**config.mk**
```make
export PLATFORM = sky130hd
export DESIGN_NAME = rtc_datetime_validate_encode
export DESIGN_NICKNAME = d
export VERILOG_FILES = /design/src/hw/rtl/rtcdve_pkg.sv /design/src/hw/rtl/rtcdve_csr.sv /design/src/hw/rtl/rtcdve_check.sv /design/src/hw/rtl/rtcdve_encode.sv /design/src/hw/rtl/rtc_datetime_validate_encode.sv
export SDC_FILE = /design/constraint.sdc
export NUM_CORES = 1
export LEC_CHECK = 0
export BUFFER_PORTS_ARGS = -buffer_cell sky130_fd_sc_hd__buf_2
export CORE_MARGIN = 5
export CORE_UTILIZATION = 35
export CTS_CLUSTER_SIZE = 28
export DETAILED_ROUTE_END_ITERATION = 10
export GPL_TIMING_DRIVEN = 0
export SLEW_MARGIN = 40
export SYNTH_ARGS = -nofsm -noshare
export SYNTH_HDL_FRONTEND = slang
export SYNTH_SLANG_ARGS = --single-unit
```
**constraint.sdc**
```tcl
create_clock -name clock -period 4.5 [get_ports clock]
set_input_delay 0.9 -clock clock [delete_from_list [all_inputs] [get_ports clock]]
set_output_delay 0.9 -clock clock [all_outputs]
set_load 0.05 [all_outputs]
```
**src/hw/rtl/rtcdve_pkg.sv**
```systemverilog
// Types, constants and helper functions for the date/time validate and BCD encoder.
// Used by every module of the block; depends on nothing.
package rtcdve_pkg;

   localparam logic [11:0] YEAR_BASE      = 12'd2000;
   localparam logic [11:0] YEAR_LIMIT     = 12'd2100;
   localparam logic [11:0] MIN_YEAR_RESET = 12'd2019;

   localparam int unsigned CSR_ADDR_W = 3;
   localparam int unsigned CSR_DATA_W = 32;
   localparam logic [CSR_ADDR_W-1:0] REG_MIN_YEAR = 3'd0;

   // Input beat
   typedef struct packed {
      logic [5:0]  second_in;
      logic [5:0]  minute_in;
      logic [4:0]  hour_in;
      logic [4:0]  day_of_month;
      logic [3:0]  month_in;
      logic [11:0] year_in;
   } req_type;

   // Result beat
   typedef struct packed {
      logic        ok;
      logic [7:0]  sec_bcd;
      logic [7:0]  min_bcd;
      logic [7:0]  hour_bcd;
      logic [2:0]  weekday_bcd;
      logic [7:0]  date_bcd;
      logic [7:0]  month_bcd;
      logic [7:0]  year_bcd;
   } rsp_type;

   // Checked item between the check and encode stages
   typedef struct packed {
      logic        ok;
      logic [5:0]  second;
      logic [5:0]  minute;
      logic [4:0]  hour;
      logic [4:0]  day;
      logic [3:0]  month;
      logic [6:0]  year_off;
      logic [6:0]  wk_sum;
      logic [2:0]  month_ofs;
   } chk_type;

   // Days in a month; 0 for a month code outside 1..12
   function automatic logic [4:0] month_days(input logic [3:0] month, input logic leap);
      logic [4:0] days;
      case (month)
         4'd1, 4'd3, 4'd5, 4'd7, 4'd8, 4'd10, 4'd12: days = 5'd31;
         4'd4, 4'd6, 4'd9, 4'd11:                    days = 5'd30;
         4'd2:                                        days = leap ? 5'd29 : 5'd28;
         default:                                     days = 5'd0;
      endcase
      return days;
   endfunction

   // Sakamoto month offset, indexed by month 1..12
   function automatic logic [2:0] month_offset(input logic [3:0] month);
      logic [2:0] ofs;
      case (month)
         4'd1:    ofs = 3'd0;
         4'd2:    ofs = 3'd3;
         4'd3:    ofs = 3'd2;
         4'd4:    ofs = 3'd5;
         4'd5:    ofs = 3'd0;
         4'd6:    ofs = 3'd3;
         4'd7:    ofs = 3'd5;
         4'd8:    ofs = 3'd1;
         4'd9:    ofs = 3'd4;
         4'd10:   ofs = 3'd6;
         4'd11:   ofs = 3'd2;
         4'd12:   ofs = 3'd4;
         default: ofs = 3'd0;
      endcase
      return ofs;
   endfunction

   // Remainder by 7: fold octal digits (8 is 1 mod 7), then one subtract
   function automatic logic [2:0] mod7(input logic [7:0] x);
      logic [5:0] f1;
      logic [3:0] f2;
      logic [3:0] r;
      f1 = {1'b0, x[7:3]} + {3'b000, x[2:0]};
      f2 = {1'b0, f1[5:3]} + {1'b0, f1[2:0]};
      r  = (f2 >= 4'd7) ? (f2 - 4'd7) : f2;
      return r[2:0];
   endfunction

   // Two BCD digits of a value 0..99 by shift-and-add-3
   function automatic logic [7:0] to_bcd(input logic [6:0] v);
      logic [7:0] acc;
      acc = 8'd0;
      for (int i = 6; i >= 0; i--) begin
         if (acc[3:0] >= 4'd5) acc[3:0] = acc[3:0] + 4'd3;
         if (acc[7:4] >= 4'd5) acc[7:4] = acc[7:4] + 4'd3;
         acc = {acc[6:0], v[i]};
      end
      return acc;
   endfunction

endpackage

```
**src/hw/rtl/rtcdve_csr.sv**
```systemverilog
// Configuration register block: holds min_year behind an APB-style port.
// Depends on rtcdve_pkg.
module rtcdve_csr
   import rtcdve_pkg::*;
(
   input  logic                  clock,
   input  logic                  reset,
   input  logic                  psel,
   input  logic                  penable,
   input  logic                  pwrite,
   input  logic [CSR_ADDR_W-1:0] paddr,
   input  logic [CSR_DATA_W-1:0] pwdata,
   output logic [CSR_DATA_W-1:0] prdata,
   output logic                  pready,
   output logic [11:0]           min_year
);

   logic [11:0] min_year_ff;
   logic [11:0] min_year_in;
   logic        wr_hit;

   assign pready = 1'b1;
   assign wr_hit = psel && penable && pwrite && (paddr == REG_MIN_YEAR);

   // Take the low 12 bits on a write to the register
   always_comb begin
      min_year_in = min_year_ff;
      if (wr_hit) min_year_in = pwdata[11:0];
   end

   always_ff @(posedge clock) begin
      if (reset) begin
         min_year_ff <= MIN_YEAR_RESET;
      end else begin
         min_year_ff <= min_year_in;
      end
   end

   // Read back the register, zero elsewhere
   always_comb begin
      prdata = '0;
      if (paddr == REG_MIN_YEAR) prdata = {{(CSR_DATA_W-12){1'b0}}, min_year_ff};
   end

   assign min_year = min_year_ff;

endmodule

```
**src/hw/rtl/rtcdve_check.sv**
```systemverilog
// Input capture stage and field check stage of the date/time encoder.
// Depends on rtcdve_pkg (req_type, chk_type, month_days, month_offset).
module rtcdve_check
   import rtcdve_pkg::*;
(
   input  logic        clock,
   input  logic        reset,
   input  logic [11:0] min_year,
   input  logic        in_valid,
   output logic        in_stall,
   input  req_type     in_data,
   output logic        out_valid,
   input  logic        out_ready,
   output chk_type     out_data
);

   logic    a_valid_ff, a_valid_in;
   req_type a_data_ff,  a_data_in;
   logic    b_valid_ff, b_valid_in;
   chk_type b_data_ff,  b_data_in;
   logic    a_ready, b_ready;

   // Stage flow: a stage moves when it is empty or its successor moves
   assign b_ready  = !b_valid_ff || out_ready;
   assign a_ready  = !a_valid_ff || b_ready;
   assign in_stall = !a_ready;

   // Capture the input beat
   always_comb begin
      a_valid_in = a_valid_ff;
      a_data_in  = a_data_ff;
      if (a_ready) begin
         a_valid_in = in_valid;
         if (in_valid) a_data_in = in_data;
      end
   end

   // Check fields and form the year part of the weekday sum
   logic [11:0] year_diff;
   logic [6:0]  year_off;
   logic        leap;
   logic        year_ok;
   logic        day_ok;
   logic        early;
   logic [6:0]  year_adj;
   chk_type     chk;

   always_comb begin
      year_diff = a_data_ff.year_in - YEAR_BASE;
      year_off  = year_diff[6:0];
      // Within 2000..2099 every fourth year is leap, 2000 included
      leap      = (year_off[1:0] == 2'b00);
      year_ok   = (a_data_ff.year_in >= min_year) && (a_data_ff.year_in < YEAR_LIMIT)
                  && (a_data_ff.year_in >= YEAR_BASE);
      day_ok    = (a_data_ff.day_of_month != 5'd0)
                  && (a_data_ff.day_of_month <= month_days(a_data_ff.month_in, leap));
      early     = (a_data_ff.month_in == 4'd1) || (a_data_ff.month_in == 4'd2);
      year_adj  = year_off - {6'd0, early};

      chk.ok        = year_ok && day_ok && (a_data_ff.month_in inside {[4'd1:4'd12]})
                      && (a_data_ff.hour_in <= 5'd23) && (a_data_ff.minute_in <= 6'd59)
                      && (a_data_ff.second_in <= 6'd59);
      chk.second    = a_data_ff.second_in;
      chk.minute    = a_data_ff.minute_in;
      chk.hour      = a_data_ff.hour_in;
      chk.day       = a_data_ff.day_of_month;
      chk.month     = a_data_ff.month_in;
      chk.year_off  = year_off;
      chk.month_ofs = month_offset(a_data_ff.month_in);
      // January and February of 2000 count as 1999, whose year term is 5 mod 7
      if (early && (year_off == 7'd0)) begin
         chk.wk_sum = 7'd5;
      end else begin
         chk.wk_sum = year_adj + {2'b00, year_adj[6:2]};
      end
   end

   // Hold or advance the checked beat
   always_comb begin
      b_valid_in = b_valid_ff;
      b_data_in  = b_data_ff;
      if (b_ready) begin
         b_valid_in = a_valid_ff;
         if (a_valid_ff) b_data_in = chk;
      end
   end

   always_ff @(posedge clock) begin
      if (reset) begin
         a_valid_ff <= 1'b0;
         b_valid_ff <= 1'b0;
      end else begin
         a_valid_ff <= a_valid_in;
         b_valid_ff <= b_valid_in;
      end
   end

   always_ff @(posedge clock) begin
      a_data_ff <= a_data_in;
      b_data_ff <= b_data_in;
   end

   assign out_valid = b_valid_ff;
   assign out_data  = b_data_ff;

endmodule

```
**src/hw/rtl/rtcdve_encode.sv**
```systemverilog
// Weekday and BCD encode stage of the date/time encoder; also the output register.
// Depends on rtcdve_pkg (chk_type, rsp_type, mod7, to_bcd).
module rtcdve_encode
   import rtcdve_pkg::*;
(
   input  logic    clock,
   input  logic    reset,
   input  logic    in_valid,
   output logic    in_ready,
   input  chk_type in_data,
   output logic    out_valid,
   input  logic    out_stall,
   output rsp_type out_data
);

   logic    c_valid_ff, c_valid_in;
   rsp_type c_data_ff,  c_data_in;
   rsp_type enc;
   logic [7:0] total;

   assign in_ready = !c_valid_ff || !out_stall;

   // Finish the weekday and convert every field, zero the beat when the check failed
   always_comb begin
      total = {1'b0, in_data.wk_sum} + {5'd0, in_data.month_ofs} + {3'd0, in_data.day};
      enc   = '0;
      if (in_data.ok) begin
         enc.ok          = 1'b1;
         enc.sec_bcd     = to_bcd({1'b0, in_data.second});
         enc.min_bcd     = to_bcd({1'b0, in_data.minute});
         enc.hour_bcd    = to_bcd({2'b00, in_data.hour});
         enc.weekday_bcd = mod7(total) + 3'd1;
         enc.date_bcd    = to_bcd({2'b00, in_data.day});
         enc.month_bcd   = to_bcd({3'b000, in_data.month});
         enc.year_bcd    = to_bcd(in_data.year_off);
      end
   end

   // Hold the result while the receiver stalls
   always_comb begin
      c_valid_in = c_valid_ff;
      c_data_in  = c_data_ff;
      if (in_ready) begin
         c_valid_in = in_valid;
         if (in_valid) c_data_in = enc;
      end
   end

   always_ff @(posedge clock) begin
      if (reset) begin
         c_valid_ff <= 1'b0;
      end else begin
         c_valid_ff <= c_valid_in;
      end
   end

   always_ff @(posedge clock) begin
      c_data_ff <= c_data_in;
   end

   assign out_valid = c_valid_ff;
   assign out_data  = c_data_ff;

endmodule

```
**src/hw/rtl/rtc_datetime_validate_encode.sv**
```systemverilog
// Date/time validate and BCD encoder for a real-time-clock register image.
// Depends on rtcdve_pkg, rtcdve_csr, rtcdve_check and rtcdve_encode.
//
// Usage:
//   req_*  : one date and time per beat (req_valid / req_stall / req_data).
//   rsp_*  : one result per beat: ok plus seven BCD bytes (rsp_valid / rsp_stall /
//            rsp_data). A date that fails any check comes out with ok and all
//            bytes zero.
//   psel..prdata : register min_year at byte address 0, 12 bits, reset 2019.
//            Write it only while no beat is in flight.
// Throughput: one beat per cycle while rsp_stall is low. Three register stages
//   (capture, check, encode); a beat passes through the capture, check and
//   encode registers in that order, and the encode register drives rsp_*.
// Reset (synchronous, active high) empties the pipeline and restores min_year;
//   there is no clearing pass, and beats are accepted right after reset.
// Stall: while rsp_stall is high the result holds on rsp_data. Upstream stages
//   keep filling bubbles, and req_stall rises only once all three stages are
//   full, in the same cycle as rsp_stall.
module rtc_datetime_validate_encode
   import rtcdve_pkg::*;
(
   input  logic                  clock,
   input  logic                  reset,
   input  logic                  req_valid,
   output logic                  req_stall,
   input  req_type               req_data,
   output logic                  rsp_valid,
   input  logic                  rsp_stall,
   output rsp_type               rsp_data,
   input  logic                  psel,
   input  logic                  penable,
   input  logic                  pwrite,
   input  logic [CSR_ADDR_W-1:0] paddr,
   input  logic [CSR_DATA_W-1:0] pwdata,
   output logic [CSR_DATA_W-1:0] prdata,
   output logic                  pready
);

   logic [11:0] min_year;
   logic        chk_valid;
   logic        chk_ready;
   chk_type     chk_data;

   rtcdve_csr u_csr (
      .clock    (clock),
      .reset    (reset),
      .psel     (psel),
      .penable  (penable),
      .pwrite   (pwrite),
      .paddr    (paddr),
      .pwdata   (pwdata),
      .prdata   (prdata),
      .pready   (pready),
      .min_year (min_year)
   );

   rtcdve_check u_check (
      .clock     (clock),
      .reset     (reset),
      .min_year  (min_year),
      .in_valid  (req_valid),
      .in_stall  (req_stall),
      .in_data   (req_data),
      .out_valid (chk_valid),
      .out_ready (chk_ready),
      .out_data  (chk_data)
   );

   rtcdve_encode u_encode (
      .clock     (clock),
      .reset     (reset),
      .in_valid  (chk_valid),
      .in_ready  (chk_ready),
      .in_data   (chk_data),
      .out_valid (rsp_valid),
      .out_stall (rsp_stall),
      .out_data  (rsp_data)
   );

endmodule

```
After elaboration in Yosys (flattened, before gate mapping)
Memories as Yosys holds them, arrays and structs flattened. A register that Yosys moved wholly into a read port is not among the register bits.
Index checks and enable logic that the tools add are counted.
W data, S select, Z words.
{"block": "op_classes", "eq_ne": 12, "n_addsub": 25, "order_cmp": 26, "mux": 30, "reduce_logical": 32}
{"operator": "$mux W4", "count": 24}
{"operator": "$mux W52", "count": 1}
{"operator": "$ge A4 B3 Y1 const B", "count": 10}
{"operator": "$add A4 B2 Y4 const B", "count": 9}
{"operator": "$add A3 B2 Y4 const B", "count": 6}
{"operator": "$ge A3 B3 Y1 const B", "count": 7}
{"operator": "$eq A4 B4 Y1 const B", "count": 5}
{"operator": "$eq A4 B3 Y1 const B", "count": 4}
{"operator": "$pmux W5 S3", "count": 1}
{"operator": "$logic_and A1 B1 Y1", "count": 13}
{"operator": "$ge A12 B11 Y1 const B", "count": 1}
{"operator": "$ge A12 B12 Y1", "count": 1}
{"operator": "$le A6 B6 Y1 const B", "count": 2}
{"operator": "$lt A12 B12 Y1 const B", "count": 1}
{"operator": "$mux W12", "count": 1}
{"operator": "$add A7 B3 Y8", "count": 1}
{"operator": "$add A8 B5 Y8", "count": 1}
{"operator": "$eq A4 B2 Y1 const B", "count": 2}
{"operator": "$reduce_and A2 Y1", "count": 4}
{"operator": "$add A7 B5 Y7", "count": 1}
{"operator": "$logic_not A7 Y1", "count": 1}
{"operator": "$reduce_or A7 Y1", "count": 1}
{"operator": "$sub A7 B1 Y7", "count": 1}
{"operator": "$sub A7 B7 Y7 const B", "count": 1}
{"operator": "other kinds (18)", "count": 26}
{"block": "word_totals", "memories": 1, "mem_bits_ro": 48, "output_inout_bits": 87, "ff_bits": 146}
{"name": "(name not given)", "words": 16, "width": 3, "read_ports": 1, "rd_ports_with_merged_regs": 1, "wr": 0, "line": "rtcdve_pkg.sv:63", "text": "case (month)"}

Logic depth before layout (Yosys ltp)
Gate-level depths: netlist (run 1).
{"block": "depth", "depth_word": 12, "depth_mapped": 22, "mapped_depth_nobuf": 22}

Modules after synthesis
Synthesis (run 1) repeated with hierarchy kept, for this count alone.
{"block": "unflattened", "hier_cells": 717, "area_unflattened_um2": 8303.0}
{"module": "rtcdve_encode", "cells_per_inst": 373, "seq_area_each_um2": 1311.3, "n_inst": 1, "area_per_inst_um2": 3771.1}
{"module": "rtcdve_check", "cells_per_inst": 254, "seq_area_each_um2": 2502.4, "n_inst": 1, "area_per_inst_um2": 3759.9}
{"module": "rtcdve_csr", "cells_per_inst": 90, "seq_area_each_um2": 240.2, "n_inst": 1, "area_per_inst_um2": 772.0}

Least setup slack after synthesis (run 1)
No wires, ideal clock.
{"block": "synth_path", "path_type": "reg2reg", "start": "register u_check.b_data_ff, in the netlist u_check.out_data[22]", "end": "register u_encode.c_data_ff, in the netlist u_encode.out_data[26], data pin", "arrival_time_ns": 4.589, "n_path_buf": 0, "setup_time_ns": 0.255, "path_stages_with_launch": 23, "slack_ns": -0.343, "cell_sequence": "edfxtp_1 -> inv_1 -> fa_1 -> inv_1 -> ha_1 -> inv_1 -> fa_1 -> inv_1 -> a21oi_1 -> o21bai_1 -> xor2_1 -> ha_1 -> a21oi_1 -> xnor2_1 -> xnor2_1 -> ha_1 -> fa_1 -> ha_1 -> a21oi_1 -> mux2_2 -> ha_1 -> xor2_1 -> and2_1"}
{"block": "synth_via", "elab_chain_len": 6}
{"element": "start: declaration", "line": "rtcdve_check.sv:20", "text": "chk_type b_data_ff, b_data_in;"}
{"element": "start signal: assignment", "line": "rtcdve_check.sv:100", "text": "b_data_ff <= b_data_in;"}
{"element": "$add A8 B5 Y8 (*)", "line": "rtcdve_encode.sv:25", "text": "total = {1'b0, in_data.wk_sum} + {5'd0, in_data.month_ofs} + {3'd0, in_data.day};"}
{"element": "$add A5 B3 Y6 (*)", "line": "rtcdve_pkg.sv:86", "text": "f1 = {1'b0, x[7:3]} + {3'b000, x[2:0]};"}
{"element": "$add A3 B3 Y4 (*)", "line": "rtcdve_pkg.sv:87", "text": "f2 = {1'b0, f1[5:3]} + {1'b0, f1[2:0]};"}
{"element": "$ge A4 B3 Y1 or $sub A3 B3 Y3 (tied branches)", "line": "rtcdve_pkg.sv:88", "text": "r = (f2 >= 4'd7) ? (f2 - 4'd7) : f2;"}
{"element": "$mux W3 (*)", "line": "rtcdve_pkg.sv:88"}
{"element": "$add A3 B1 Y3 (*)", "line": "rtcdve_encode.sv:32", "text": "enc.weekday_bcd = mod7(total) + 3'd1;"}
{"element": "end signal: assignment", "line": "rtcdve_encode.sv:58", "text": "c_data_ff <= c_data_in;"}
{"element": "end: declaration", "line": "rtcdve_encode.sv:17", "text": "rsp_type c_data_ff, c_data_in;"}
Every way passes the cells marked *; elsewhere a longest branch is shown, timed or not.
A chain may end at the register's enable or synchronous reset.

Worst setup path in the final report (run 1)
Ends and elaborated chain as after synthesis.

==> flow_results.xml, run 1 <==
<?xml version="1.0" encoding="UTF-8"?>
<metrics>
  <group name="global_routing">
    <metric name="gr-total-overflow" unit="">0</metric>
    <metric name="globalRouteMet1Util" unit="%">16.8</metric>
    <metric name="grt_pass1_wl" unit="um">27000</metric>
    <metric name="maximum_number_of_pins_on_one_net_before_global_route_repair" unit="">20</metric>
    <metric name="grtUsageMet2" unit="%">20.7</metric>
    <metric name="gr-usage-all-layers" unit="%">12.9</metric>
    <metric name="grt_busiest_layer" unit="">met2</metric>
    <metric name="met3_usage" unit="%">4.09</metric>
    <metric name="first_global_vias" unit="">5434</metric>
    <metric name="grt_antenna_before_repair" unit="">4</metric>
  </group>
  <group name="synthesis">
    <metric name="post_synth_most_frequent_cells" unit="">sky130_fd_sc_hd__edfxtp_1, sky130_fd_sc_hd__ha_1, sky130_fd_sc_hd__inv_1</metric>
    <metric name="yosys_warnings" unit="">0</metric>
    <metric name="yosysMostFrequentCell" unit="">sky130_fd_sc_hd__edfxtp_1</metric>
    <metric name="async_reset_ff_share" unit="%">0</metric>
    <metric name="synthTopCellsByArea" unit="">sky130_fd_sc_hd__edfxtp_1, sky130_fd_sc_hd__ha_1, sky130_fd_sc_hd__dfxtp_1, sky130_fd_sc_hd__inv_1, sky130_fd_sc_hd__buf_4</metric>
    <metric name="synth_top_area_cell" unit="">sky130_fd_sc_hd__edfxtp_1</metric>
    <metric name="average_instance_area_after_synthesis" unit="sq um">11.7</metric>
    <metric name="netlist.area_leader.share" unit="%">46.4</metric>
    <metric name="synthesis.instances" unit="">694</metric>
    <metric name="synth.ff_latch_count" unit="">140</metric>
    <metric name="synth.cell_area" unit="sq um">8090</metric>
    <metric name="synth_seq_area_share" unit="%">50.1</metric>
    <metric name="dominantRegCellSynth" unit="">sky130_fd_sc_hd__edfxtp_1</metric>
    <metric name="synth_cell_type_count" unit="">65</metric>
    <metric name="synth-edff-count" unit="">125</metric>
  </group>
  <group name="place">
    <metric name="gp_routability_congestion" unit="">0.791</metric>
    <metric name="buffer_ports.inserted" unit="">116</metric>
    <metric name="place_hpwl" unit="um">12700</metric>
  </group>
  <group name="sta">
    <metric name="finalCriticalPeriod" unit="ns">4.83</metric>
    <metric name="timing_worst_slew_pin_value" unit="ns">0.642</metric>
    <metric name="hold_viol_final" unit="">0</metric>
    <metric name="max_freq" unit="MHz">207</metric>
    <metric name="holdWs" unit="ns">0.410</metric>
    <metric name="maxSlewHeadroom" unit="%">57.2</metric>
    <metric name="setup_viol" unit="">2</metric>
    <metric name="min_period_over_period" unit="%">107</metric>
    <metric name="slew_viol_final" unit="">0</metric>
    <metric name="timing.clock.skew" unit="ns">0.00878</metric>
    <metric name="setup_tns" unit="ns">-0.535</metric>
    <metric name="setup_slack" unit="ns">-0.329</metric>
    <metric name="setup_repair_after_global_routing_missed_its_margin" unit="">true</metric>
  </group>
  <group name="cts">
    <metric name="cts.htree.levels" unit="">4</metric>
    <metric name="clock_transition_at_the_registers_of_the_reported_paths" unit="ns">0.06</metric>
    <metric name="cts_sinks" unit="">140</metric>
    <metric name="cts_tree" unit="">built</metric>
    <metric name="post_cts_hold_buffer_count" unit="">0</metric>
    <metric name="cts_made_buffers" unit="">17</metric>
    <metric name="clk_path_buf_depth" unit="">2</metric>
    <metric name="clock_tree.root_cell" unit="">sky130_fd_sc_hd__clkbuf_16</metric>
    <metric name="worst_skew_pair.late_latency" unit="ns">0.42</metric>
  </group>
  <group name="drt">
    <metric name="route.antenna.remaining_nets" unit="">0</metric>
    <metric name="wirelength" unit="um">17000</metric>
    <metric name="post_drt_wl_per_cell" unit="um">14.3</metric>
    <metric name="detailedRoute.firstIterationViolations" unit="">206</metric>
    <metric name="routed-via-count" unit="">5420</metric>
    <metric name="route.detailed.drc" unit="">0</metric>
    <metric name="vias_per_cell" unit="">4.56</metric>
    <metric name="detail_route.first_pass.iterations" unit="">4</metric>
  </group>
  <group name="final_layout">
    <metric name="area_grow_syn2layout" unit="%">27.2</metric>
    <metric name="post_route_cells_drive_above_1_share" unit="%">28.8</metric>
    <metric name="finish.net_count" unit="">1057</metric>
    <metric name="area_taken_by_flip_flops_and_latches" unit="sq um">4050</metric>
    <metric name="multiInputGateArea" unit="sq um">3810</metric>
    <metric name="number_of_inserted_filler_cells_in_the_final_layout" unit="">2126</metric>
  </group>
  <group name="critical_path">
    <metric name="critPathArrivalTime" unit="ns">5.01</metric>
    <metric name="critical_path.startpoint_type" unit="">flip-flop</metric>
    <metric name="timing.setup.critical_path_class" unit="">reg -&gt; reg</metric>
    <metric name="critPathMaxFanout" unit="">3</metric>
    <metric name="worst_setup_end_kind" unit="">flip-flop</metric>
    <metric name="cp.required" unit="ns">4.68</metric>
  </group>
  <group name="power_and_ir_drop">
    <metric name="worst_ir_drop_vdd" unit="mV">0.395</metric>
    <metric name="finalPower" unit="W">0.00510</metric>
    <metric name="p_per_area" unit="nW/um^2">496</metric>
    <metric name="power.leakage" unit="nW">4.55</metric>
  </group>
  <group name="die">
    <metric name="io_pins" unit="">167</metric>
    <metric name="initial_utilization" unit="%">35.6</metric>
    <metric name="fp.coreArea" unit="sq um">22700</metric>
    <metric name="dieHeight" unit="um">162</metric>
    <metric name="chipWidth" unit="um">162</metric>
    <metric name="die_area" unit="sq um">26200</metric>
    <metric name="placement_rows" unit="">55</metric>
  </group>
  <group name="min_path">
    <metric name="worstHoldPathType" unit="">reg -&gt; reg</metric>
  </group>
  <group name="run_status">
    <metric name="failing_checks" unit="">setup timing</metric>
    <metric name="run_status" unit="">finished with violations</metric>
  </group>
  <group name="run">
    <metric name="drv_cap" unit="">0</metric>
  </group>
</metrics>
-- registers in the layout, summed over array words and instances (netlist names) --
register,count
u_encode.out_data,43
u_check.out_data,44
u_encode.out_valid,1
u_check.a_data_ff,38
u_check.a_valid_ff,1
u_csr.min_year,12
u_check.out_valid,1
-- layer usage --
| layer | routed length [um] | vias up |
|---|---|---|
| met5 | 35 | - |
| met4 | 239 | 8 |
| met3 | 935 | 20 |
| met2 | 8070 | 129 |
| met1 | 7750 | 2441 |
| li1 | - | 2822 |
-- layout by cell type (no fill, tap or decap), types with 4 or more instances in the layout --
cell,synthesis,final
sky130_fd_sc_hd__edfxtp_1,125,125
sky130_fd_sc_hd__buf_2,2,118
sky130_fd_sc_hd__ha_1,80,71
sky130_fd_sc_hd__inv_1,65,60
sky130_fd_sc_hd__buf_4,30,57
sky130_fd_sc_hd__nor2_1,41,41
sky130_fd_sc_hd__and2_1,34,34
sky130_fd_sc_hd__conb_1,2,30
sky130_fd_sc_hd__o21ai_0,28,28
sky130_fd_sc_hd__a21oi_1,31,27
sky130_fd_sc_hd__nand2_1,25,25
sky130_fd_sc_hd__mux2i_1,22,22
sky130_fd_sc_hd__xnor2_1,20,18
sky130_fd_sc_hd__clkbuf_16,0,17
sky130_fd_sc_hd__dfxtp_1,15,15
sky130_fd_sc_hd__nor3_1,14,14
sky130_fd_sc_hd__nor2b_1,16,13
sky130_fd_sc_hd__nand2b_1,13,11
sky130_fd_sc_hd__a21o_1,9,9
sky130_fd_sc_hd__a211o_1,9,9
sky130_fd_sc_hd__clkbuf_1,7,8
sky130_fd_sc_hd__xor2_1,8,7
sky130_fd_sc_hd__o21a_1,7,7
sky130_fd_sc_hd__ha_2,0,6
sky130_fd_sc_hd__inv_2,0,5
sky130_fd_sc_hd__a21boi_1,5,5
sky130_fd_sc_hd__a22oi_1,5,5
sky130_fd_sc_hd__a211oi_1,7,5
sky130_fd_sc_hd__a21boi_0,6,5
sky130_fd_sc_hd__nand4_1,5,5
sky130_fd_sc_hd__fa_1,7,5
sky130_fd_sc_hd__o21bai_1,4,4
sky130_fd_sc_hd__o211a_1,4,4
sky130_fd_sc_hd__o211ai_1,4,4
sky130_fd_sc_hd__bufinv_16,0,4
sky130_fd_sc_hd__buf_16,0,4
-- final timing paths --
kind	start	end	slack, ns	cells past startpoint
setup reg to reg	u_check.out_data[22]	u_encode.out_data[26]	-0.33	22
hold / removal	u_check.a_data_ff[32]	u_check.out_data[37]	0.41	0
setup / recovery	u_check.out_data[22]	u_encode.out_data[26]	-0.33	22
hold reg to reg	u_check.a_data_ff[32]	u_check.out_data[37]	0.41	0
-- kinds of logic (layout without fill, tap and decap cells) --
group,count (synthesis),count (layout),synth area share [%]
multiplexers,25,25,3.17
other,2,31,0.0929
flip-flops,140,140,50.1
AO/OA/AOI/OAI,139,139,12.0
adder cells (fa/ha/maj),87,87,14.1
buffers and inverters,106,287,6.44
AND/OR/NAND/NOR,167,167,11.0
XOR/XNOR,28,28,3.03
-- metrics by stage --
stage	util (%)	worst slack, ns	std cells	area [sq um]
CTS	44.6	-0.296	1174	10100
detailed placement	41.1	-0.438	1129	9330
global route	45.3	-0.503	1188	10300
finish	45.3	-0.329	1189	10300
global placement	40.3	-0.394	1123	9160
floorplan	-	-0.194	722	8230
-- where the power goes --
part | switching (W) | total, W | internal, W
clock network | 0.000557 | 0.00149 | 0.000930
registers | 0.0000541 | 0.00163 | 0.00158
logic | 0.000983 | 0.00198 | 0.000999
total | 0.00159 | 0.00510 | 0.00351
-- critical path, cell delays in order (launching register included) --
cell                       delay [ns]
sky130_fd_sc_hd__edfxtp_1        0.42
sky130_fd_sc_hd__inv_2           0.09
sky130_fd_sc_hd__fa_1            0.41
sky130_fd_sc_hd__inv_1           0.07
sky130_fd_sc_hd__ha_2            0.18
sky130_fd_sc_hd__inv_2           0.04
sky130_fd_sc_hd__fa_2            0.35
sky130_fd_sc_hd__inv_2           0.07
sky130_fd_sc_hd__a21oi_2         0.04
sky130_fd_sc_hd__o21bai_1        0.20
sky130_fd_sc_hd__xor2_1          0.17
sky130_fd_sc_hd__ha_1            0.28
sky130_fd_sc_hd__a21oi_2         0.19
sky130_fd_sc_hd__xnor2_1         0.15
sky130_fd_sc_hd__xnor2_1         0.14
sky130_fd_sc_hd__ha_2            0.22
sky130_fd_sc_hd__fa_2            0.48
sky130_fd_sc_hd__ha_4            0.19
sky130_fd_sc_hd__a21oi_4         0.13
sky130_fd_sc_hd__mux2_4          0.32
sky130_fd_sc_hd__ha_4            0.15
sky130_fd_sc_hd__xor2_1          0.14
sky130_fd_sc_hd__and2_1          0.15
-- timing repair --
item	4_1_cts	5_1_grt
buffers inserted	13	14
resized for setup	17	11
gates cloned	0	0
pin swaps	13	9
setup endpoints to repair	4	5
-- final cells by class --
class / count / share of cell area, %
sequential: 140 / 39.4
multi-input combinational: 476 / 37.0
timing repair buffer: 149 / 8.97
clock buffer: 18 / 4.17
tap: 285 / 3.47
buffer: 41 / 2.69
inverter: 65 / 2.37
clock inverter: 14 / 1.88
antenna: 1 / 0.0243
(Power assumes the default switching activity.)
==> run 2, diff against run 1 <==
--- a/config.mk
+++ b/config.mk
@@ -5,11 +5,11 @@
 export SDC_FILE = /design/constraint.sdc
 export NUM_CORES = 1
 export LEC_CHECK = 0
-export BUFFER_PORTS_ARGS = -buffer_cell sky130_fd_sc_hd__buf_2
 export CORE_MARGIN = 5
 export CORE_UTILIZATION = 35
 export CTS_CLUSTER_SIZE = 28
 export DETAILED_ROUTE_END_ITERATION = 10
+export DONT_BUFFER_PORTS = 1
 export GPL_TIMING_DRIVEN = 0
 export SLEW_MARGIN = 40
 export SYNTH_ARGS = -nofsm -noshare
==> run 2 against run 1 <==
  * The flow still finishes with violations (setup timing)
  * Cell count down 11%
  * Critical path depth unchanged
  * Worst hold slack gained 0.0026 ns
  * First-iteration DRC count up 1.5%
==> flow_results.xml, run 2 (same netlist as run 1, synthesis figures left out) <==
<?xml version="1.0" encoding="UTF-8"?>
<metrics>
  <group name="sta">
    <metric name="max_freq" unit="MHz">207</metric>
    <metric name="finalCriticalPeriod" unit="ns">4.84</metric>
    <metric name="setup_repair_after_global_routing_missed_its_margin" unit="">true</metric>
    <metric name="setup_slack" unit="ns">-0.337</metric>
    <metric name="min_period_over_period" unit="%">107</metric>
    <metric name="slew_viol_final" unit="">0</metric>
    <metric name="setup_viol" unit="">2</metric>
    <metric name="holdWs" unit="ns">0.412</metric>
    <metric name="timing_worst_slew_pin_value" unit="ns">0.654</metric>
    <metric name="setup_tns" unit="ns">-0.570</metric>
    <metric name="hold_viol_final" unit="">0</metric>
    <metric name="maxSlewHeadroom" unit="%">56.4</metric>
    <metric name="timing.clock.skew" unit="ns">0.00905</metric>
  </group>
  <group name="critical_path">
    <metric name="critPathMaxFanout" unit="">3</metric>
    <metric name="worst_setup_end_kind" unit="">flip-flop</metric>
    <metric name="critPathArrivalTime" unit="ns">5.02</metric>
    <metric name="critical_path.startpoint_type" unit="">flip-flop</metric>
    <metric name="timing.setup.critical_path_class" unit="">reg -&gt; reg</metric>
    <metric name="cp.required" unit="ns">4.68</metric>
  </group>
  <group name="final_layout">
    <metric name="mostFrequentLayoutCell" unit="">sky130_fd_sc_hd__edfxtp_1</metric>
    <metric name="post_route_cells_drive_above_1_share" unit="%">16.3</metric>
    <metric name="number_of_inserted_filler_cells_in_the_final_layout" unit="">2127</metric>
    <metric name="finish.net_count" unit="">927</metric>
    <metric name="area_grow_syn2layout" unit="%">19.3</metric>
    <metric name="antenna_cells" unit="">0</metric>
    <metric name="layout.cells.most_common_list" unit="">sky130_fd_sc_hd__edfxtp_1, sky130_fd_sc_hd__ha_1, sky130_fd_sc_hd__inv_1</metric>
    <metric name="max_ffs_per_register" unit="">44</metric>
  </group>
  <group name="cts">
    <metric name="worst_skew_pair.late_latency" unit="ns">0.42</metric>
    <metric name="clock_transition_at_the_registers_of_the_reported_paths" unit="ns">0.06</metric>
    <metric name="clock_tree.root_cell" unit="">sky130_fd_sc_hd__clkbuf_16</metric>
    <metric name="cts.htree.levels" unit="">4</metric>
    <metric name="cts_sinks" unit="">140</metric>
    <metric name="cts_made_buffers" unit="">17</metric>
    <metric name="cts_tree" unit="">built</metric>
    <metric name="clk_path_buf_depth" unit="">2</metric>
  </group>
  <group name="drt">
    <metric name="detailedRoute.firstIterationViolations" unit="">209</metric>
    <metric name="route.antenna.remaining_nets" unit="">0</metric>
    <metric name="post_drt_wl_per_cell" unit="um">15.5</metric>
    <metric name="route.detailed.drc" unit="">0</metric>
    <metric name="routed-via-count" unit="">4989</metric>
    <metric name="wirelength" unit="um">16400</metric>
    <metric name="vias_per_cell" unit="">4.72</metric>
    <metric name="detail_route.first_pass.iterations" unit="">4</metric>
  </group>
  <group name="min_path">
    <metric name="worstHoldPathType" unit="">reg -&gt; reg</metric>
  </group>
  <group name="global_routing">
    <metric name="gr-total-overflow" unit="">0</metric>
    <metric name="maximum_number_of_pins_on_one_net_before_global_route_repair" unit="">20</metric>
    <metric name="grt_antenna_before_repair" unit="">6</metric>
    <metric name="gr-usage-all-layers" unit="%">12.6</metric>
    <metric name="first_global_vias" unit="">5031</metric>
    <metric name="grt_pass1_wl" unit="um">26000</metric>
  </group>
  <group name="power_and_ir_drop">
    <metric name="power.combinational.fraction" unit="%">36.9</metric>
    <metric name="p_seq_share" unit="%">32.9</metric>
    <metric name="p_per_area" unit="nW/um^2">547</metric>
    <metric name="switching_share" unit="%">31.0</metric>
    <metric name="finalPower" unit="W">0.00528</metric>
    <metric name="power_report.internal_total" unit="W">0.00364</metric>
    <metric name="p_clk_share" unit="%">30.2</metric>
    <metric name="worst_ir_drop_vdd" unit="mV">0.335</metric>
    <metric name="total_switching_power" unit="W">0.00163</metric>
    <metric name="power.leakage" unit="nW">4.02</metric>
  </group>
  <group name="die">
    <metric name="placement_rows" unit="">55</metric>
    <metric name="die_area" unit="sq um">26200</metric>
    <metric name="initial_utilization" unit="%">35.6</metric>
    <metric name="dieHeight" unit="um">162</metric>
    <metric name="io_pins" unit="">167</metric>
    <metric name="chipWidth" unit="um">162</metric>
    <metric name="fp.coreArea" unit="sq um">22700</metric>
  </group>
  <group name="place">
    <metric name="buffer_ports.inserted" unit="">0</metric>
    <metric name="gp_routability_congestion" unit="">0.837</metric>
    <metric name="place_hpwl" unit="um">12500</metric>
  </group>
  <group name="run">
    <metric name="drv_cap" unit="">0</metric>
  </group>
  <group name="run_status">
    <metric name="run_status" unit="">finished with violations</metric>
    <metric name="failing_checks" unit="">setup timing</metric>
  </group>
</metrics>
run 2: changes by cell type in the layout (fill, tap and decap cells not counted), sizes merged:
cell	delta
clkinv	-4
bufinv	+2
buf	-130
diode	-1
clkinvlp	+2
run 2: cell type report:
| type | instances | area, sq um | area share (%) |
|---|---|---|---|
| Inverter | 65 | 244 | 2.53 |
| Multi-Input combinational cell | 476 | 3810 | 39.5 |
| Sequential cell | 140 | 4050 | 42.0 |
| Tap cell | 285 | 357 | 3.70 |
| Clock inverter | 14 | 240 | 2.49 |
| Buffer | 41 | 277 | 2.87 |
| Timing Repair Buffer | 19 | 241 | 2.50 |
| Clock buffer | 18 | 429 | 4.45 |
run 2: path summary, 6_finish.rpt:
path         cells past startpoint                  start  slack (ns)                    end
max                             22   u_check.out_data[22]       -0.34  u_encode.out_data[26]
min                              0  u_check.a_data_ff[26]        0.41   u_check.out_data[31]
max reg2reg                     22   u_check.out_data[22]       -0.34  u_encode.out_data[26]
min reg2reg                      0  u_check.a_data_ff[26]        0.41   u_check.out_data[31]
run 2: metal layers:
| metal | global-route usage [%] | part of all wire (%) | wire [um] | vias up |
|---|---|---|---|---|
| met3 | 5.30 | 5.8 | 956 | 27 |
| li1 | - | - | - | 2562 |
| met1 | 16.0 | 46 | 7590 | 2267 |
| met2 | 20.1 | 47 | 7660 | 121 |
| met4 | 3.19 | 1.0 | 172 | 12 |
| met5 | 0 | 0.42 | 69 | - |
run 2: through the flow:
step | cells | area (sq um) | setup slack [ns] | util [%]
after floorplan | 722 | 8230 | -0.194 | -
final | 1058 | 9650 | -0.337 | 42.5
after detailed placement | 1013 | 8750 | -0.426 | 38.5
after global placement | 1007 | 8580 | -0.410 | 37.8
after global routing | 1058 | 9650 | -0.505 | 42.5
after CTS | 1052 | 9550 | -0.313 | 42.1
run 2: repair_timing:
action | 4_1_cts | 5_1_grt
pin swaps | 15 | 13
hold buffers | 0 | 0
buffers inserted | 7 | 6
resized for setup | 15 | 10
endpoints found under the setup margin | 4 | 5
run 2: power groups by stage:
| stage | clock network [W] | logic, W | registers [W] |
|---|---|---|---|
| final | 0.00159 | 0.00195 | 0.00174 |
| after global routing | 0.00169 | 0.00215 | 0.00175 |
| after CTS | 0.00163 | 0.00175 | 0.00174 |
| after detailed placement | 0 | 0.00150 | 0.00177 |
| after global placement | 0 | 0.00142 | 0.00177 |
| after floorplan | 0 | 0.00125 | 0.00174 |
run 2: critical path, stage by stage (launching register included):
cell and delay, ns:
sky130_fd_sc_hd__edfxtp_1 0.41, sky130_fd_sc_hd__inv_2 0.08, sky130_fd_sc_hd__fa_1 0.40, sky130_fd_sc_hd__inv_1 0.07, sky130_fd_sc_hd__ha_2 0.18, sky130_fd_sc_hd__inv_2 0.04, sky130_fd_sc_hd__fa_2 0.35, sky130_fd_sc_hd__inv_2 0.06
sky130_fd_sc_hd__a21oi_2 0.04, sky130_fd_sc_hd__o21bai_1 0.20, sky130_fd_sc_hd__xor2_1 0.17, sky130_fd_sc_hd__ha_1 0.30, sky130_fd_sc_hd__a21oi_2 0.20, sky130_fd_sc_hd__xnor2_1 0.15, sky130_fd_sc_hd__xnor2_1 0.15, sky130_fd_sc_hd__ha_2 0.21
sky130_fd_sc_hd__fa_2 0.47, sky130_fd_sc_hd__ha_4 0.19, sky130_fd_sc_hd__a21oi_4 0.13, sky130_fd_sc_hd__mux2_4 0.33, sky130_fd_sc_hd__ha_4 0.16, sky130_fd_sc_hd__xor2_1 0.15, sky130_fd_sc_hd__and2_1 0.16
==> run 3, diff against run 2 <==
--- a/config.mk
+++ b/config.mk
@@ -5,6 +5,7 @@
 export SDC_FILE = /design/constraint.sdc
 export NUM_CORES = 1
 export LEC_CHECK = 0
+export ABC_AREA = 1
 export CORE_MARGIN = 5
 export CORE_UTILIZATION = 35
 export CTS_CLUSTER_SIZE = 28
==> run 3 against run 2 <==
  * Clock power decreased by 9%
  * Register-to-register slack improved by 0.11 ns
  * Die area decreased by 0.71%
  * Core utilization decreased by 0.87 points
  * Total power decreased by 11%
  * The run still ends with setup timing left
  * Final area decreased by 2.3%
  * Synthesized area decreased by 0.76%
  * Worst hold slack improved by 0.0070 ns
  * Non-clock buffer count decreased by 5
  * Largest cell class unchanged
  * Via count increased by 6.5%
  * Clock-buffer cell count unchanged
  * Cell count increased by 11%
==> flow_results.xml, run 3 <==
<?xml version="1.0" encoding="UTF-8"?>
<metrics>
  <group name="run_status">
    <metric name="run_status" unit="">finished with violations</metric>
    <metric name="failing_checks" unit="">setup timing</metric>
  </group>
  <group name="synthesis">
    <metric name="dominantRegCellSynth" unit="">sky130_fd_sc_hd__edfxtp_1</metric>
    <metric name="average_instance_area_after_synthesis" unit="sq um">9.93</metric>
    <metric name="async_reset_ff_share" unit="%">0</metric>
    <metric name="synth-edff-count" unit="">125</metric>
    <metric name="netlist.area_leader.share" unit="%">46.8</metric>
    <metric name="synthesis.instances" unit="">808</metric>
    <metric name="synthTopCellsByArea" unit="">sky130_fd_sc_hd__edfxtp_1, sky130_fd_sc_hd__ha_1, sky130_fd_sc_hd__inv_1, sky130_fd_sc_hd__nand2_1, sky130_fd_sc_hd__dfxtp_1</metric>
    <metric name="yosys_warnings" unit="">0</metric>
    <metric name="synth_seq_area_share" unit="%">50.5</metric>
    <metric name="synth.ff_latch_count" unit="">140</metric>
    <metric name="synth.cell_area" unit="sq um">8030</metric>
    <metric name="post_synth_most_frequent_cells" unit="">sky130_fd_sc_hd__inv_1, sky130_fd_sc_hd__edfxtp_1, sky130_fd_sc_hd__nand2_1</metric>
    <metric name="synth_cell_type_count" unit="">39</metric>
    <metric name="synth_top_area_cell" unit="">sky130_fd_sc_hd__edfxtp_1</metric>
    <metric name="yosysMostFrequentCell" unit="">sky130_fd_sc_hd__inv_1</metric>
  </group>
  <group name="drt">
    <metric name="wirelength" unit="um">16600</metric>
    <metric name="post_drt_wl_per_cell" unit="um">14.2</metric>
    <metric name="route.antenna.remaining_nets" unit="">0</metric>
    <metric name="detailedRoute.firstIterationViolations" unit="">278</metric>
    <metric name="route.detailed.drc" unit="">0</metric>
    <metric name="routed-via-count" unit="">5315</metric>
    <metric name="vias_per_cell" unit="">4.54</metric>
    <metric name="detail_route.first_pass.iterations" unit="">4</metric>
  </group>
  <group name="sta">
    <metric name="timing.clock.skew" unit="ns">0.00621</metric>
    <metric name="setup_tns" unit="ns">-0.342</metric>
    <metric name="timing_worst_slew_pin_value" unit="ns">0.882</metric>
    <metric name="slew_viol_final" unit="">0</metric>
    <metric name="finalCriticalPeriod" unit="ns">4.72</metric>
    <metric name="min_period_over_period" unit="%">105</metric>
    <metric name="hold_viol_final" unit="">0</metric>
    <metric name="max_freq" unit="MHz">212</metric>
    <metric name="holdWs" unit="ns">0.419</metric>
    <metric name="maxSlewHeadroom" unit="%">41.0</metric>
    <metric name="setup_repair_after_global_routing_missed_its_margin" unit="">true</metric>
    <metric name="setup_slack" unit="ns">-0.223</metric>
    <metric name="setup_viol" unit="">2</metric>
  </group>
  <group name="die">
    <metric name="chipWidth" unit="um">161</metric>
    <metric name="dieHeight" unit="um">161</metric>
    <metric name="placement_rows" unit="">55</metric>
    <metric name="initial_utilization" unit="%">35.4</metric>
    <metric name="fp.coreArea" unit="sq um">22600</metric>
    <metric name="io_pins" unit="">167</metric>
    <metric name="die_area" unit="sq um">26100</metric>
  </group>
  <group name="cts">
    <metric name="worst_skew_pair.late_latency" unit="ns">0.42</metric>
    <metric name="clock_tree.root_cell" unit="">sky130_fd_sc_hd__clkbuf_16</metric>
    <metric name="cts.htree.levels" unit="">4</metric>
    <metric name="cts_made_buffers" unit="">17</metric>
    <metric name="cts_sinks" unit="">140</metric>
    <metric name="clk_path_buf_depth" unit="">2</metric>
    <metric name="clock_transition_at_the_registers_of_the_reported_paths" unit="ns">0.06</metric>
    <metric name="cts_tree" unit="">built</metric>
  </group>
  <group name="critical_path">
    <metric name="critPathBufInv" unit="">7</metric>
    <metric name="crit_family" unit="">adder cells</metric>
    <metric name="critPathMaxFanout" unit="">3</metric>
    <metric name="critical-path-slowest-cell" unit="">sky130_fd_sc_hd__fa_1</metric>
    <metric name="critical_path.startpoint_type" unit="">flip-flop</metric>
    <metric name="cpPeakStageDelay" unit="ns">0.51</metric>
    <metric name="cp.required" unit="ns">4.65</metric>
    <metric name="register_to_register_setup_slack" unit="ns">-0.22</metric>
    <metric name="timing.setup.critical_path_class" unit="">reg -&gt; reg</metric>
    <metric name="worst_setup_end_kind" unit="">flip-flop</metric>
    <metric name="library_cell_appearing_most_often_on_the_critical_path" unit="">sky130_fd_sc_hd__inv_1</metric>
    <metric name="critPathArrivalTime" unit="ns">4.88</metric>
  </group>
  <group name="global_routing">
    <metric name="gr-usage-all-layers" unit="%">13.0</metric>
    <metric name="first_global_vias" unit="">5270</metric>
    <metric name="gr-total-overflow" unit="">0</metric>
    <metric name="maximum_number_of_pins_on_one_net_before_global_route_repair" unit="">28</metric>
    <metric name="grt_antenna_before_repair" unit="">1</metric>
    <metric name="grt_pass1_wl" unit="um">26400</metric>
  </group>
  <group name="final_layout">
    <metric name="multiInputGateArea" unit="sq um">3450</metric>
    <metric name="finish.net_count" unit="">1040</metric>
    <metric name="area_grow_syn2layout" unit="%">17.4</metric>
    <metric name="post-route-cell-area" unit="sq um">9430</metric>
    <metric name="mostFrequentLayoutCell" unit="">sky130_fd_sc_hd__inv_1</metric>
    <metric name="number_of_inserted_filler_cells_in_the_final_layout" unit="">2194</metric>
    <metric name="post_route_cells_drive_above_1_share" unit="%">16.6</metric>
    <metric name="area_taken_by_flip_flops_and_latches" unit="sq um">4050</metric>
    <metric name="layout.cells.most_common_list" unit="">sky130_fd_sc_hd__inv_1, sky130_fd_sc_hd__edfxtp_1, sky130_fd_sc_hd__nand2_1</metric>
    <metric name="final_core_util" unit="%">41.6</metric>
    <metric name="max_ffs_per_register" unit="">44</metric>
  </group>
  <group name="power_and_ir_drop">
    <metric name="power.leakage" unit="nW">4.22</metric>
    <metric name="p_per_area" unit="nW/um^2">498</metric>
    <metric name="worst_ir_drop_vdd" unit="mV">0.283</metric>
  </group>
  <group name="place">
    <metric name="place_hpwl" unit="um">12700</metric>
    <metric name="buffer_ports.inserted" unit="">0</metric>
    <metric name="dp_worst_setup_slack" unit="ns">-0.339</metric>
    <metric name="gp_routability_congestion" unit="">0.844</metric>
    <metric name="placement.cell_area" unit="sq um">8650</metric>
  </group>
  <group name="run">
    <metric name="drv_cap" unit="">0</metric>
  </group>
  <group name="min_path">
    <metric name="worstHoldPathType" unit="">reg -&gt; reg</metric>
  </group>
</metrics>
run 3: changes by cell type after synthesis, moves of 9 or more:
cell and change:
sky130_fd_sc_hd__nor2_1 +30, sky130_fd_sc_hd__nand2_1 +87, sky130_fd_sc_hd__a21oi_1 +17, sky130_fd_sc_hd__nand3_1 +23, sky130_fd_sc_hd__xnor2_1 -15, sky130_fd_sc_hd__nor2b_1 -16, sky130_fd_sc_hd__xor2_1 +9, sky130_fd_sc_hd__mux2i_1 -22
sky130_fd_sc_hd__o21ai_2 +10, sky130_fd_sc_hd__nand2b_1 -13, sky130_fd_sc_hd__o21ai_0 +29, sky130_fd_sc_hd__and2_1 -34, sky130_fd_sc_hd__inv_1 +66
run 3: path summary, 6_finish.rpt:
kind / cells after the start / from / endpoint
max reg2reg: 26 / u_check.out_data[22] / u_encode.out_data[26]
min: 0 / u_check.a_data_ff[27] / u_check.out_data[32]
min reg2reg: 0 / u_check.a_data_ff[27] / u_check.out_data[32]
max: 26 / u_check.out_data[22] / u_encode.out_data[26]
run 3: kinds of logic (layout without fill, tap and decap cells):
kind of cell / Yosys count / in the layout / synth area share, %
and+or+nand+nor: 247 / 247 / 13.3
buffers and inverters: 172 / 221 / 9.56
DFF: 140 / 140 / 50.5
AOI/OAI and AO/OA: 136 / 136 / 9.59
adders and majority gates: 87 / 87 / 14.2
xor gates and xnor gates: 23 / 23 / 2.60
other: 2 / 31 / 0.0936
muxes: 1 / 1 / 0.140
run 3: timing repair:
action	CTS	global route
hold buffers	0	0
cloned	0	0
hold endpoints to repair	0	0
buffers inserted	11	3
gates resized for setup	7	6
setup endpoints to repair	3	3
run 3: layout make-up:
cell class / instances / share of cell area [%]
Sequential cell: 140 / 43.0
Multi-Input combinational cell: 524 / 36.6
Inverter: 135 / 5.40
Clock buffer: 18 / 4.55
Tap cell: 285 / 3.78
Buffer: 37 / 2.76
Timing Repair Buffer: 18 / 2.10
Clock inverter: 13 / 1.77
Antenna cell: 1 / 0.0265
run 3: metrics by stage:
| step | instances | power, W |
|---|---|---|
| floorplan | 836 | 0.00265 |
| global placement | 1121 | 0.00282 |
| detailed placement | 1126 | 0.00285 |
| CTS | 1168 | 0.00460 |
| global route | 1170 | 0.00503 |
| finish | 1171 | 0.00469 |
run 3: metal layers:
metal,routed length (um),share of wire [%],global-route usage (%),up-vias
li1,-,-,-,2771
met1,7670,46,16.4,2380
met2,7640,46,20.9,142
met3,984,5.9,3.65,22
met4,335,2.0,5.20,0
met5,0,0,0,-
run 3: power breakdown:
| group | switching (W) | internal [W] | total, W | leakage, nW |
|---|---|---|---|---|
| Clock | 0.000564 | 0.000873 | 0.00144 | 0.283 |
| Sequential | 0.000126 | 0.00153 | 0.00166 | 1.31 |
| Combinational | 0.000800 | 0.000800 | 0.00160 | 2.63 |
